<file path="src/rtl/fbc_pkg.sv">
// ----------------------------------------------------------------------------
// fbc_pkg
// Shared widths, constants, the stage record and round helpers of the
// 64-bit four-word block cipher.
// ----------------------------------------------------------------------------
package fbc_pkg;

   localparam int ROUNDS   = 16;
   localparam int WORD_W   = 16;
   localparam int BLOCK_W  = 4 * WORD_W;
   localparam int KEY_W    = 64;
   localparam int ROT_MIX  = 3;
   localparam int ROT_W1   = 5;
   localparam int KEY_STEP = 2;

   localparam logic OP_ENCRYPT = 1'b0;
   localparam logic OP_DECRYPT = 1'b1;

   typedef logic [WORD_W-1:0]  word_type;
   typedef logic [BLOCK_W-1:0] block_type;
   typedef logic [KEY_W-1:0]   key_type;

   typedef struct packed {
      logic      valid;
      logic      op;
      block_type block;
   } stage_type;

   function automatic word_type rotl16(input word_type x, input int unsigned s);
      logic [2*WORD_W-1:0] xx;
      xx = {x, x} << (s % WORD_W);
      return xx[2*WORD_W-1:WORD_W];
   endfunction

   function automatic word_type round_subkey(input key_type key, input int unsigned r);
      logic [2*KEY_W-1:0] kk;
      kk = {key, key};
      return kk[(KEY_STEP * r) % KEY_W +: WORD_W];
   endfunction

endpackage

</file>
<file path="src/rtl/fbc_if.sv">
// ----------------------------------------------------------------------------
// fbc_req_if / fbc_rsp_if
// Valid/ready channels for cipher requests and cipher responses.
// ----------------------------------------------------------------------------
interface fbc_req_if import fbc_pkg::*; ();
   logic      valid;
   logic      ready;
   logic      op;
   block_type block_in;

   modport source (output valid, output op, output block_in, input ready);
   modport sink   (input valid, input op, input block_in, output ready);
endinterface

interface fbc_rsp_if import fbc_pkg::*; ();
   logic      valid;
   logic      ready;
   block_type block_out;

   modport source (output valid, output block_out, input ready);
   modport sink   (input valid, input block_out, output ready);
endinterface

</file>
<file path="src/rtl/fbc_cell.sv">
// ----------------------------------------------------------------------------
// fbc_cell
// One round of the cipher: applies the encrypt or decrypt round to the
// incoming stage and registers it for the next cell.
// ----------------------------------------------------------------------------
module fbc_cell import fbc_pkg::*; (
   input  logic      clock,
   input  logic      reset,
   input  logic      advance,
   input  word_type  rk_enc,
   input  word_type  rk_dec,
   input  stage_type stage_in,
   output stage_type stage_out
);

   logic      valid_ff;
   logic      op_ff;
   block_type block_ff;
   block_type block_in;
   word_type  w0, w1, w2, w3;
   word_type  e0, e1, e2, e3;
   word_type  d0, d1, d2, d3;

   always_comb begin
      w0 = stage_in.block[0*WORD_W +: WORD_W];
      w1 = stage_in.block[1*WORD_W +: WORD_W];
      w2 = stage_in.block[2*WORD_W +: WORD_W];
      w3 = stage_in.block[3*WORD_W +: WORD_W];

      e3 = rotl16(w1, ROT_W1);
      e1 = e3 ^ w3;
      e2 = e1 ^ w0;
      e0 = rotl16(w0, ROT_MIX) ^ ~rk_enc ^ w2;

      d1 = rotl16(w3, WORD_W - ROT_W1);
      d3 = w1 ^ w3;
      d0 = w1 ^ w2;
      d2 = rotl16(d0, ROT_MIX) ^ ~rk_dec ^ w0;

      if (stage_in.op == OP_DECRYPT) begin
         block_in = {d3, d2, d1, d0};
      end else begin
         block_in = {e3, e2, e1, e0};
      end
   end

   always_ff @(posedge clock) begin
      if (reset) begin
         valid_ff <= 1'b0;
      end else if (advance) begin
         valid_ff <= stage_in.valid;
      end
   end

   always_ff @(posedge clock) begin
      if (advance) begin
         op_ff    <= stage_in.op;
         block_ff <= block_in;
      end
   end

   assign stage_out = '{valid: valid_ff, op: op_ff, block: block_ff};

endmodule

</file>
<file path="src/rtl/feistel_block_cipher_64.sv">
// ----------------------------------------------------------------------------
// feistel_block_cipher_64
// 64-bit four-word block cipher, one round per cell in a chain of cells.
// ----------------------------------------------------------------------------
// A block enters the chain on every cycle that the request channel transfers
// and crosses ROUNDS (16) cells, one block per cycle unless the chain stalls.
// Each cell performs one round, encrypt or decrypt as the block's op bit
// selects, so blocks of both directions mix freely. When a response waits
// untaken the whole chain holds and the request channel stalls. Write the key
// only while no block is in flight; it takes effect in the next cycle.
module feistel_block_cipher_64 import fbc_pkg::*; (
   input  logic             clock,
   input  logic             reset,
   fbc_req_if.sink          req_chan,
   fbc_rsp_if.source        rsp_chan,
   input  logic             csr_wr_en,
   input  key_type          csr_wr_data
);

   key_type   csr_key_ff;
   logic      advance;
   stage_type stage [0:ROUNDS];

   always_ff @(posedge clock) begin
      if (reset) begin
         csr_key_ff <= '0;
      end else if (csr_wr_en) begin
         csr_key_ff <= csr_wr_data;
      end
   end

   assign advance        = !stage[ROUNDS].valid || rsp_chan.ready;
   assign req_chan.ready = advance;
   assign stage[0]       = '{valid: req_chan.valid, op: req_chan.op, block: req_chan.block_in};

   for (genvar i = 0; i < ROUNDS; i++) begin : g_cell
      fbc_cell u_cell (
         .clock     (clock),
         .reset     (reset),
         .advance   (advance),
         .rk_enc    (round_subkey(csr_key_ff, i)),
         .rk_dec    (round_subkey(csr_key_ff, ROUNDS - 1 - i)),
         .stage_in  (stage[i]),
         .stage_out (stage[i+1])
      );
   end

   assign rsp_chan.valid     = stage[ROUNDS].valid;
   assign rsp_chan.block_out = stage[ROUNDS].block;

`ifndef SYNTH
   a_stall_blocks_req: assert property (@(posedge clock) disable iff (reset)
      rsp_chan.valid && !rsp_chan.ready |-> !req_chan.ready)
      else $error("request taken while response stalled");

   a_first_cell_loads: assert property (@(posedge clock) disable iff (reset)
      !reset && advance |=> stage[1].valid == $past(req_chan.valid))
      else $error("first cell lost or invented a transfer");

   a_hold_on_stall: assert property (@(posedge clock) disable iff (reset)
      !reset && !advance |=> $stable(stage[ROUNDS].block))
      else $error("result changed during stall");
`endif

endmodule
</file>
<file path="src/flat_wrapper.sv">
// flat-port wrapper written by rule: the top's interface ports become plain ports
module feistel_block_cipher_64_flat import fbc_pkg::*;
  (clock, reset, csr_wr_en, csr_wr_data, req_chan_valid, req_chan_op, req_chan_block_in, req_chan_ready, rsp_chan_valid, rsp_chan_block_out, rsp_chan_ready);
  fbc_req_if req_chan_i ();
  fbc_rsp_if rsp_chan_i ();
  input  logic clock;
  input  logic reset;
  input  logic csr_wr_en;
  input  key_type csr_wr_data;
  input wire logic [$bits(req_chan_i.valid)-1:0] req_chan_valid;
  input wire logic [$bits(req_chan_i.op)-1:0] req_chan_op;
  input wire logic [$bits(req_chan_i.block_in)-1:0] req_chan_block_in;
  output wire logic [$bits(req_chan_i.ready)-1:0] req_chan_ready;
  output wire logic [$bits(rsp_chan_i.valid)-1:0] rsp_chan_valid;
  output wire logic [$bits(rsp_chan_i.block_out)-1:0] rsp_chan_block_out;
  input wire logic [$bits(rsp_chan_i.ready)-1:0] rsp_chan_ready;
  assign req_chan_i.valid = req_chan_valid;
  assign req_chan_i.op = req_chan_op;
  assign req_chan_i.block_in = req_chan_block_in;
  assign req_chan_ready = req_chan_i.ready;
  assign rsp_chan_valid = rsp_chan_i.valid;
  assign rsp_chan_block_out = rsp_chan_i.block_out;
  assign rsp_chan_i.ready = rsp_chan_ready;
  feistel_block_cipher_64 u_core (.clock(clock), .reset(reset), .req_chan(req_chan_i), .rsp_chan(rsp_chan_i), .csr_wr_en(csr_wr_en), .csr_wr_data(csr_wr_data));
endmodule
</file>
<file path="config.mk">
export PLATFORM = sky130hd
export DESIGN_NAME = feistel_block_cipher_64_flat
export DESIGN_NICKNAME = d
export VERILOG_FILES = /design/src/rtl/fbc_pkg.sv /design/src/rtl/fbc_if.sv /design/src/rtl/fbc_cell.sv /design/src/rtl/feistel_block_cipher_64.sv /design/src/flat_wrapper.sv
export SDC_FILE = /design/constraint.sdc
export NUM_CORES = 2
export LEC_CHECK = 0
export BUFFER_PORTS_ARGS = -buffer_cell sky130_fd_sc_hd__buf_2
export CAP_MARGIN = 20
export CORE_MARGIN = 5
export CORE_UTILIZATION = 45
export CTS_CLUSTER_SIZE = 12
export DETAILED_ROUTE_END_ITERATION = 7
export PLACE_DENSITY = 0.64
export SLEW_MARGIN = 20
export SYNTH_ARGS = -nofsm -noshare
export SYNTH_HDL_FRONTEND = slang
export SYNTH_SLANG_ARGS = --single-unit
</file>
<file path="constraint.sdc">
create_clock -name clock -period 19.3 [get_ports clock]
set_input_delay 0.965 -clock clock [delete_from_list [all_inputs] [get_ports clock]]
set_output_delay 0.965 -clock clock [all_outputs]
set_load 0.01 [all_outputs]
</file>
==> key figures <==
Layout
  – Final #Nets: 4805
  – Reg area: 32450 µm²
  – Fillers: 12140
  – Share of layout cells above drive strength 1: 14.44%
  – Area of the multi-input gates: 27820 µm²
  – Area Growth Syn to Fin: 8.396%
  – Final instance area: 67910 µm²

Worst setup path
  – Worst-path cell chain: nor2b_1 > buf_4 > inv_8 > buf_4 > buf_4 > buf_16
  – CP Capture Point: u_core.g_cell[6].u_cell.block_ff[24]
  – Reg-to-reg slack, setup: 15820 ps
  – FF-to-FF Start: u_core.g_cell[15].u_cell.valid_ff
  – Most used cell, CP: buf_4
  – Setup CP Type: flop to flop
  – CP Max Fanout: 113
  – CP Launch Type: flop
  – Reg2reg path depth: 6
  – CP Depth: 6
  – CP required: 19700 ps
  – R2R Path End: u_core.g_cell[6].u_cell.block_ff[24]
  – Max stage delay on crit path: 890 ps
  – CP Data Arrival Time: 3880 ps
  – Buffers plus inverters on the worst setup path: 5
  – Crit path max-delay family: buffers and inverters
  – Max stage delay cell, worst path: buf_4
  – First element of the critical path: u_core.g_cell[15].u_cell.valid_ff
  – Critical path endpoint category: flop

Timing
  – RSZ-0062 raised after global routing: no
  – Final Max Slew Viols: 0
  – Fmax achieved: 0.2871 GHz
  – Final worst slack: 15820 ps
  – Final count of negative-setup-slack endpoints: 0
  – Tmin final: 3483 ps
  – Worst slew pin tran: 1207 ps
  – Worst hold slack: 446.2 ps
  – Fin crit share: 18.04%
  – Final hold violation count: 0
  – Clock Skew: 61.04 ps
  – Max-Slew Margin vs Limit: 19.50%
  – Setup TNS: 0 ps

Global route
  – Global-route wire length before repair: 237.3 mm
  – Global route total overflow: 0
  – Gr usage total: 22.13%
  – Initial antenna violation count: 5
  – Vias in the first global route: 34110
  – Pin count of the biggest net entering global routing: 190

Route
  – Routed vias/inst: 5.275
  – Pre-Repair DR Iteration Count: 5
  – Drt wl/cell: 25.12 µm
  – DRT iter0 DRCs: 3410
  – Remaining DRCs: 0
  – Routed wire length: 167.0 mm
  – Vias: 35080
  – ANT nets after route: 0

Logic synthesis
  – Mapped Cells: 4795
  – Syn_area_per_cell: 13.07 µm²
  – Share of the synthesized area in the top cell type: 49.80%
  – Ys flop type: edfxtp_1
  – Most common cell in the netlist: edfxtp_1
  – Yosys reg bits: 1101
  – Synth top cells by count: edfxtp_1 (1039), xor2_1 (768), xnor2_1 (512)
  – Synth area leader: edfxtp_1
  – Post-synthesis sequential area ratio: 51.78%
  – Async set-reset flop share out of synthesis: 0%
  – Yosys warns: 0
  – Mapped Area: 62650 µm²
  – Post-synth EDFFs: 1039
  – Syn Nets: 4929
  – Yosys cell types: 20
  – Top cells by area, synth: edfxtp_1 (50%), xor2_1 (11%), xnor3_1 (8.5%)

Clock network
  – Hold_buf cts: 0
  – Clock Path Buffers: 3
  – Post-cts sizing count: 0
  – H-tree levels: 3
  – Clk_lat worst skew: 760 ps
  – Inserted Clock Buffers: 119
  – TritonCTS clock tree: built
  – CTS sink cnt: 1101
  – Clock Pin Slew Worst Setup and Hold Paths: 60 ps
  – Postcts setup bufs: 0
  – Clock root buffer: clkbuf_16

Power
  – VDD IR max: 0.1070 mV
  – Power per cell area: 182.9 nW/µm²
  – Pleak: 27.86 nW
  – Pwr Total: 12.42 mW

Placement
  – Dpl hpwl: 115.0 mm
  – Post-place setup slack: 14970 ps
  – RePlAce Congestion: 0.8217
  – # port buffers: 181
  – DP Area: 63980 µm²

Floorplanning
  – Die area: 146800 µm²
  – IO Pins: 200
  – Starting density of the core: 45.07%
  – Core Rows: 137
  – Die Width: 383.1 µm
  – Die height: 383.1 µm
  – Placeable Area: 139000 µm²

Status
  – Status: finished clean

Flow run
  – Maxcap violations: 0

Worst hold path
  – Hold Path Class: primary input to flop
cell usage in the layout, fill, tap and decap left out, types with 236 or more instances in the layout:
cell type | netlist | routed
a21oi_1 | 271 | 271
edfxtp_1 | 1039 | 1039
mux2_2 | 256 | 256
mux2i_1 | 302 | 302
nand2_1 | 286 | 286
nor2_1 | 304 | 304
o21ai_0 | 256 | 256
xnor2_1 | 512 | 512
xnor3_1 | 236 | 236
xor2_1 | 768 | 768
metrics by stage:
step           std cells  util, %
3_3_place_gp        6425    46.02
5_1_grt             6649    48.85
6_report            6649    48.85
2_1_floorplan       4795        -
3_5_place_dp        6425    46.02
4_1_cts             6647    48.83
registers in the layout, indices dropped and copies added, names as in the netlist:
name                           flops
u_core.csr_key_ff                 46
u_core.g_cell.u_cell.block_ff   1024
u_core.g_cell.u_cell.op_ff        15
u_core.g_cell.u_cell.valid_ff     16
power by group:
group	leakage, nW	switching [mW]	internal, mW
logic	14.6	1.95	2.43
clock network	1.89	0.975	1.31
registers	11.4	1.49	4.27
total	27.9	4.41	8.01
area by class of cell:
cell class / count / area share [%]
Timing Repair Buffer: 236 / 2.034
Inverter: 1 / 0.01658
Clock inverter: 62 / 1.008
Antenna cell: 1 / 0.003685
Clock buffer: 160 / 4.731
Multi-Input combinational cell: 3212 / 40.96
Tap cell: 1876 / 3.456
Sequential cell: 1101 / 47.79
cell families (layout without fill, tap and decap cells):
group	after synthesis	after routing	share of synthesized area, %
buffers and inverters	482	459	3.819
AOI/OAI and AO/OA	527	527	4.210
other	0	1	0
muxes	558	558	9.427
DFF	1101	1101	51.78
and+or+nand+nor	591	591	3.545
xor gates and xnor gates	1536	1536	27.22
metal layers:
metal	vias up	part of all wire (%)	track usage, %
met3	193	5.6	3.072
met4	0	2.1	4.923
met5	-	0	0
li1	16300	-	-
met2	979	48	36.31
met1	17610	45	31.50
worst min-delay path by stage:
| stage | depth (start not counted) | from | end |
|---|---|---|---|
| floorplan | 0 | u_core.g_cell[9].u_cell.op_ff | u_core.g_cell[10].u_cell.op_ff |
| global placement | 2 | u_core.g_cell[14].u_cell.valid_ff | u_core.g_cell[14].u_cell.valid_ff |
| detailed placement | 2 | u_core.g_cell[4].u_cell.valid_ff | u_core.g_cell[4].u_cell.valid_ff |
| CTS | 3 | csr_wr_data[44] | u_core.csr_key_ff[44] |
| global route | 3 | csr_wr_data[39] | u_core.csr_key_ff[39] |
| finish | 3 | csr_wr_data[44] | u_core.csr_key_ff[44] |
worst reg2reg max path, delay by kind of cell (launching register included):
kind / cells / cell delay (ps)
flops: 1 / 300
buf+inv: 5 / 2670
simple gates: 1 / 120
No activity file was read; power rests on OpenSTA's default activity.
